`src/sv/bfm_pkg.sv`:
```
// Shared types, constants and codes for the Bloom filter membership block.
`default_nettype none

package bfm_pkg;

    // Field widths
    localparam int KEY_W        = 64;
    localparam int ACTION_W     = 2;
    localparam int COUNT_W      = 32;
    localparam int NUM_BITS_W   = 17;
    localparam int NUM_HASHES_W = 5;
    localparam int CFG_INDEX_W  = 8;
    localparam int CFG_DATA_W   = 32;

    // Default sizing of the bit store and of the probe count
    localparam int MAX_BITS_DEFAULT   = 65536;
    localparam int MAX_HASHES_DEFAULT = 16;

    // Register reset values
    localparam logic [NUM_BITS_W-1:0]   NUM_BITS_RESET   = 17'd65536;
    localparam logic [NUM_HASHES_W-1:0] NUM_HASHES_RESET = 5'd7;

    // Register indexes
    localparam logic [CFG_INDEX_W-1:0] REG_NUM_BITS   = 8'd0;
    localparam logic [CFG_INDEX_W-1:0] REG_NUM_HASHES = 8'd1;

    // Action codes
    localparam logic [ACTION_W-1:0] ACT_ADD   = 2'd0;
    localparam logic [ACTION_W-1:0] ACT_QUERY = 2'd1;
    localparam logic [ACTION_W-1:0] ACT_CLEAR = 2'd2;

    // Mixer constants
    localparam logic [31:0] MIX_MUL1    = 32'h85eb_ca6b;
    localparam logic [31:0] MIX_MUL2    = 32'hc2b2_ae35;
    localparam int          MIX_SHIFT_A = 16;
    localparam int          MIX_SHIFT_B = 13;

    // Bit store rows
    localparam int ROW_BITS  = 64;
    localparam int ROW_BIT_W = 6;

    // Remainder unit
    localparam int DIV_BITS_PER_CYCLE = 4;
    localparam int DIV_STEPS          = KEY_W / DIV_BITS_PER_CYCLE;
    localparam int DIV_CNT_W          = $clog2(DIV_STEPS);

    typedef struct packed {
        logic [ACTION_W-1:0] action;
        logic [KEY_W-1:0]    key;
    } bfm_cmd_t;

    typedef struct packed {
        logic               might_contain;
        logic [COUNT_W-1:0] element_count;
    } bfm_result_t;

    typedef enum logic [2:0] {
        HOP_NONE,
        HOP_LOAD,
        HOP_MUL_LO,
        HOP_MUL_HI,
        HOP_MUL_SUM,
        HOP_MIX13
    } hash_op_t;

    typedef enum logic [4:0] {
        ST_INIT,
        ST_IDLE,
        ST_DECODE,
        ST_LOAD,
        ST_MUL1_LO,
        ST_MUL1_HI,
        ST_MUL1_SUM,
        ST_MIX13,
        ST_MUL2_LO,
        ST_MUL2_HI,
        ST_MUL2_SUM,
        ST_MIX16,
        ST_DIV_WAIT,
        ST_READ,
        ST_ACCESS,
        ST_WIPE,
        ST_FINISH
    } state_t;

    // Controller to datapath commands
    typedef struct packed {
        logic     latch;
        hash_op_t hop;
        logic     mul_sel;
        logic     div_start;
        logic     mem_read;
        logic     access;
        logic     sweep;
        logic     cnt_inc;
        logic     cnt_clr;
        logic     probe_next;
    } bfm_ctl_t;

    // Datapath to controller status
    typedef struct packed {
        logic [ACTION_W-1:0] action;
        logic                no_probe;
        logic                last_probe;
        logic                miss;
        logic                div_busy;
        logic                sweep_last;
    } bfm_sts_t;

endpackage

`default_nettype wire

```
`src/sv/bfm_ctrl.sv`:
```
// Controller state machine sequencing probes, store sweeps and result strobe.
`default_nettype none

module bfm_ctrl (
    input  wire logic              clk,
    input  wire logic              rst_n,
    input  wire logic              start,
    input  wire bfm_pkg::bfm_sts_t sts,
    output bfm_pkg::bfm_ctl_t      ctl,
    output logic                   busy,
    output logic                   done
);

    bfm_pkg::state_t state_reg, state_next;

    always_ff @(posedge clk or negedge rst_n)
    begin
        if (!rst_n)
        begin
            state_reg <= bfm_pkg::ST_INIT;
        end
        else
        begin
            state_reg <= state_next;
        end
    end

    always_comb
    begin
        state_next = state_reg;
        ctl        = '0;
        ctl.hop    = bfm_pkg::HOP_NONE;
        busy       = 1'b1;
        done       = 1'b0;

        unique case (state_reg)
            bfm_pkg::ST_INIT:
            begin
                ctl.sweep = 1'b1;
                if (sts.sweep_last)
                begin
                    state_next = bfm_pkg::ST_IDLE;
                end
            end
            bfm_pkg::ST_IDLE:
            begin
                busy = 1'b0;
                if (start)
                begin
                    ctl.latch  = 1'b1;
                    state_next = bfm_pkg::ST_DECODE;
                end
            end
            bfm_pkg::ST_DECODE:
            begin
                unique case (sts.action)
                    bfm_pkg::ACT_ADD:
                    begin
                        if (sts.no_probe)
                        begin
                            ctl.cnt_inc = 1'b1;
                            state_next  = bfm_pkg::ST_FINISH;
                        end
                        else
                        begin
                            state_next = bfm_pkg::ST_LOAD;
                        end
                    end
                    bfm_pkg::ACT_QUERY:
                    begin
                        state_next = sts.no_probe ? bfm_pkg::ST_FINISH : bfm_pkg::ST_LOAD;
                    end
                    bfm_pkg::ACT_CLEAR:
                    begin
                        ctl.cnt_clr = 1'b1;
                        state_next  = bfm_pkg::ST_WIPE;
                    end
                    default:
                    begin
                        state_next = bfm_pkg::ST_FINISH;
                    end
                endcase
            end
            bfm_pkg::ST_LOAD:
            begin
                ctl.hop    = bfm_pkg::HOP_LOAD;
                state_next = bfm_pkg::ST_MUL1_LO;
            end
            bfm_pkg::ST_MUL1_LO:
            begin
                ctl.hop    = bfm_pkg::HOP_MUL_LO;
                state_next = bfm_pkg::ST_MUL1_HI;
            end
            bfm_pkg::ST_MUL1_HI:
            begin
                ctl.hop    = bfm_pkg::HOP_MUL_HI;
                state_next = bfm_pkg::ST_MUL1_SUM;
            end
            bfm_pkg::ST_MUL1_SUM:
            begin
                ctl.hop    = bfm_pkg::HOP_MUL_SUM;
                state_next = bfm_pkg::ST_MIX13;
            end
            bfm_pkg::ST_MIX13:
            begin
                ctl.hop    = bfm_pkg::HOP_MIX13;
                state_next = bfm_pkg::ST_MUL2_LO;
            end
            bfm_pkg::ST_MUL2_LO:
            begin
                ctl.hop     = bfm_pkg::HOP_MUL_LO;
                ctl.mul_sel = 1'b1;
                state_next  = bfm_pkg::ST_MUL2_HI;
            end
            bfm_pkg::ST_MUL2_HI:
            begin
                ctl.hop     = bfm_pkg::HOP_MUL_HI;
                ctl.mul_sel = 1'b1;
                state_next  = bfm_pkg::ST_MUL2_SUM;
            end
            bfm_pkg::ST_MUL2_SUM:
            begin
                ctl.hop    = bfm_pkg::HOP_MUL_SUM;
                state_next = bfm_pkg::ST_MIX16;
            end
            bfm_pkg::ST_MIX16:
            begin
                // final mix feeds the remainder unit directly
                ctl.div_start = 1'b1;
                state_next    = bfm_pkg::ST_DIV_WAIT;
            end
            bfm_pkg::ST_DIV_WAIT:
            begin
                if (!sts.div_busy)
                begin
                    state_next = bfm_pkg::ST_READ;
                end
            end
            bfm_pkg::ST_READ:
            begin
                ctl.mem_read = 1'b1;
                state_next   = bfm_pkg::ST_ACCESS;
            end
            bfm_pkg::ST_ACCESS:
            begin
                ctl.access = 1'b1;
                if (sts.action == bfm_pkg::ACT_ADD)
                begin
                    if (sts.last_probe)
                    begin
                        ctl.cnt_inc = 1'b1;
                        state_next  = bfm_pkg::ST_FINISH;
                    end
                    else
                    begin
                        ctl.probe_next = 1'b1;
                        state_next     = bfm_pkg::ST_LOAD;
                    end
                end
                else if (sts.miss || sts.last_probe)
                begin
                    state_next = bfm_pkg::ST_FINISH;
                end
                else
                begin
                    ctl.probe_next = 1'b1;
                    state_next     = bfm_pkg::ST_LOAD;
                end
            end
            bfm_pkg::ST_WIPE:
            begin
                ctl.sweep = 1'b1;
                if (sts.sweep_last)
                begin
                    state_next = bfm_pkg::ST_FINISH;
                end
            end
            bfm_pkg::ST_FINISH:
            begin
                done       = 1'b1;
                state_next = bfm_pkg::ST_IDLE;
            end
            default:
            begin
                state_next = bfm_pkg::ST_IDLE;
            end
        endcase
    end

endmodule

`default_nettype wire

```
`config.mk`:
```
export PLATFORM = sky130hd
export DESIGN_NAME = bfm_ctrl
export DESIGN_NICKNAME = d
export VERILOG_FILES = /design/src/sv/bfm_pkg.sv /design/src/sv/bfm_ctrl.sv
export SDC_FILE = /design/constraint.sdc
export NUM_CORES = 1
export LEC_CHECK = 0
export BUFFER_PORTS_ARGS = -buffer_cell sky130_fd_sc_hd__buf_4
export CAP_MARGIN = 15
export CORE_AREA = 2 2 39 41
export CTS_BUF_LIST = sky130_fd_sc_hd__clkbuf_8
export DETAILED_ROUTE_END_ITERATION = 16
export DIE_AREA = 0 0 41 43
export GPL_TIMING_DRIVEN = 0
export PLACE_DENSITY = 0.82
export SYNTH_ARGS = -nofsm -noshare
export SYNTH_HDL_FRONTEND = slang
export SYNTH_SLANG_ARGS = --single-unit
```
`constraint.sdc`:
```
create_clock -name clk -period 4.6 [get_ports clk]
set_input_delay 0.46 -clock clk [delete_from_list [all_inputs] [get_ports clk]]
set_output_delay 0.46 -clock clk [all_outputs]
set_load 0.02 [all_outputs]
```
==> results.ini <==
[setup_path]
crit_slowest_cell=dfrtp_1
crit_buf_inv=3
crit_chain=buf_6 > clkbuf_1 > and3b_1 > a32oi_1 > nor3_1 > buf_4
crit_path_end_kind=output pin
worstSetupPathType=flip-flop to output pin
cp_slowest_stage_delay_ps=330
arrival_ps=1620
crit_path_start_kind=flip-flop
required_ps=4140
worstPathMaxFanout=10
crit_family=buffers and inverters

[synthesis]
synth_area_sq_um=567
synth-edff-count=0
syn_avg_cell_area_sq_um=7.66
syn_inst=74
synth.distinct_cells=33
synth_seq_area_share=0.221
ys_async_sr_fraction=1.00
synth_flop_cell=dfrtp_1
synth_seq_cells=5
yosys_warnings=0
syn_nets=84

[clock_tree]
clock_path_buffers=2
numCtsBuffers=3
h-tree-depth=1
insertion_delay_ps=220
cts_tree=done
cts_hold_buf=0
cts_setup_buffers=0
root_buffer=clkbuf_8
cts-resized-gates=0
cts.sinks=5
clkSlewWorstSetupHoldPaths_ps=30

[detailed_routing]
routed_wirelength_microns=1560
wl_met3_microns=126
vias=692
routed_via_density=5.91
wl_per_cell_microns=13.4
drc=0
ant_nets=0
first_iter_violations=41
drt-met1-wl_microns=651
highest_layer=met4
met2_length_microns=779
firstDrtPassIters=4

[die]
die_w_microns=41
fp-row-count=14
pin_count=24
start_util=0.410
fp.dieH_microns=43
dieArea_sq_mm=0.00176
core_sq_mm=0.00138

[sta]
hold_viol_final=0
setup_viol=0
timing.fmax_mhz=480
setup-tns-final_ps=0
slew_violations=0
slew-limit-headroom=0.685
grt_setup_unrepaired=no
fin_crit_ps=2080
fin_worst_skew_ps=0.999
finalCritPeriodShare=0.453
worst_pin_slew_ps=471

[grt]
grt_use_total=0.203
grt_pass1_vias=609
grt_pass1_wl_microns=2570
grt_max_degree=11
grt_overflow=0
antenna_found_initial=0

[finish]
layout_common_cells=buf_4 (23), o21ai_0 (8), nand2_1 (7)
syn_to_final_growth_pct=41.9
diodes=0
largest_reg_flops=5
fin_nets=112
layout_commonest_cell=buf_4
layout-drive-gt1-share=0.337
final_cell_area_sq_um=805

[placed_design]
io_buffer_count=23
place_area_sq_um=759
routabilityCongestion=0.901
hpwl_microns=1170

[power]
intPower_mw=0.247
irDropWorstVdd_mv=0.538
p_leak_nw=0.398
p_comb_frac=0.663
p_clk_frac=0.164
power.switching_mw=0.215
swShare=0.466
power-per-cell-area_mw_per_mm2=574
pwr-share-seq=0.173

[flow_run]
cap_violations=0

[hold_path]
min_path_type=input port to asynchronous set/reset pin

[status]
outcome=completed

[final timing paths]
kind,from,end,slack (ps),cells past startpoint
max,state_reg[1]$_DFFE_PN0P_,ctl[2],2520,6
min,rst_n,state_reg[1]$_DFFE_PN0P_,40,1
max reg2reg,state_reg[3]$_DFFE_PN0P_,state_reg[1]$_DFFE_PN0P_,2940,4
min reg2reg,state_reg[4]$_DFFE_PN0P_,state_reg[2]$_DFFE_PN0P_,750,2
max in group asynchronous,rst_n,state_reg[4]$_DFFE_PN0P_,4460,1
min in group clk,start,state_reg[0]$_DFFE_PN0P_,500,2
[routing by layer]
metal	vias to the layer above	track usage
met2	37	0.294
met5	-	0
met3	2	0.0471
li1	335	-
met4	0	0.0200
met1	318	0.311
[through the flow]
step / hold slack (ps) / worst slack, ps / instances / utilization / total power, mW
2_1_floorplan: 164 / 2590 / 74 / - / 0.288
3_3_place_gp: 261 / 2770 / 113 / 0.549 / 0.374
3_5_place_dp: 263 / 2770 / 113 / 0.549 / 0.383
4_1_cts: 32.8 / 2530 / 117 / 0.581 / 0.461
5_1_grt: 29.6 / 2320 / 117 / 0.581 / 0.498
6_report: 36.5 / 2520 / 117 / 0.581 / 0.462
[cells by family after synthesis]
logic type,Yosys count,share of synthesized area
and+or+nand+nor,36,0.400
AOI/OAI and AO/OA,24,0.289
buffers and inverters,8,0.0706
DFF,5,0.221
muxes,1,0.0199
[cells in the mapped netlist (3+ instances only)]
cell type	n	area share
clkbuf_1	3	0.020
dfrtp_1	5	0.22
nor2_1	4	0.026
nor3_1	4	0.035
a21oi_1	4	0.035
o21ai_0	8	0.071
and3_1	5	0.055
and3b_1	5	0.077
nand2_1	7	0.046
[worst reg2reg max path: cells and delay by family (launching register included)]
family	cells	cell delay [ps]
flops	1	420
simple gates	2	600
compound gates	2	500
[area by class of cell]
type,count,area [sq um]
Timing Repair Buffer,23,173
Fill cell,119,579
Clock buffer,3,41.3
Inverter,2,7.51
Buffer,6,32.5
Multi-Input combinational cell,61,402
Tap cell,16,20.0
Clock inverter,1,3.75
Sequential cell,5,125
[power groups by stage]
stage	sequential, mW	combinational, mW	clock (mW)
floorplan	0.0737	0.214	0
global placement	0.0776	0.296	0
detailed placement	0.0793	0.303	0
CTS	0.0792	0.304	0.0781
global route	0.0822	0.334	0.0820
finish	0.0801	0.306	0.0758
(Power assumes the default switching activity.)
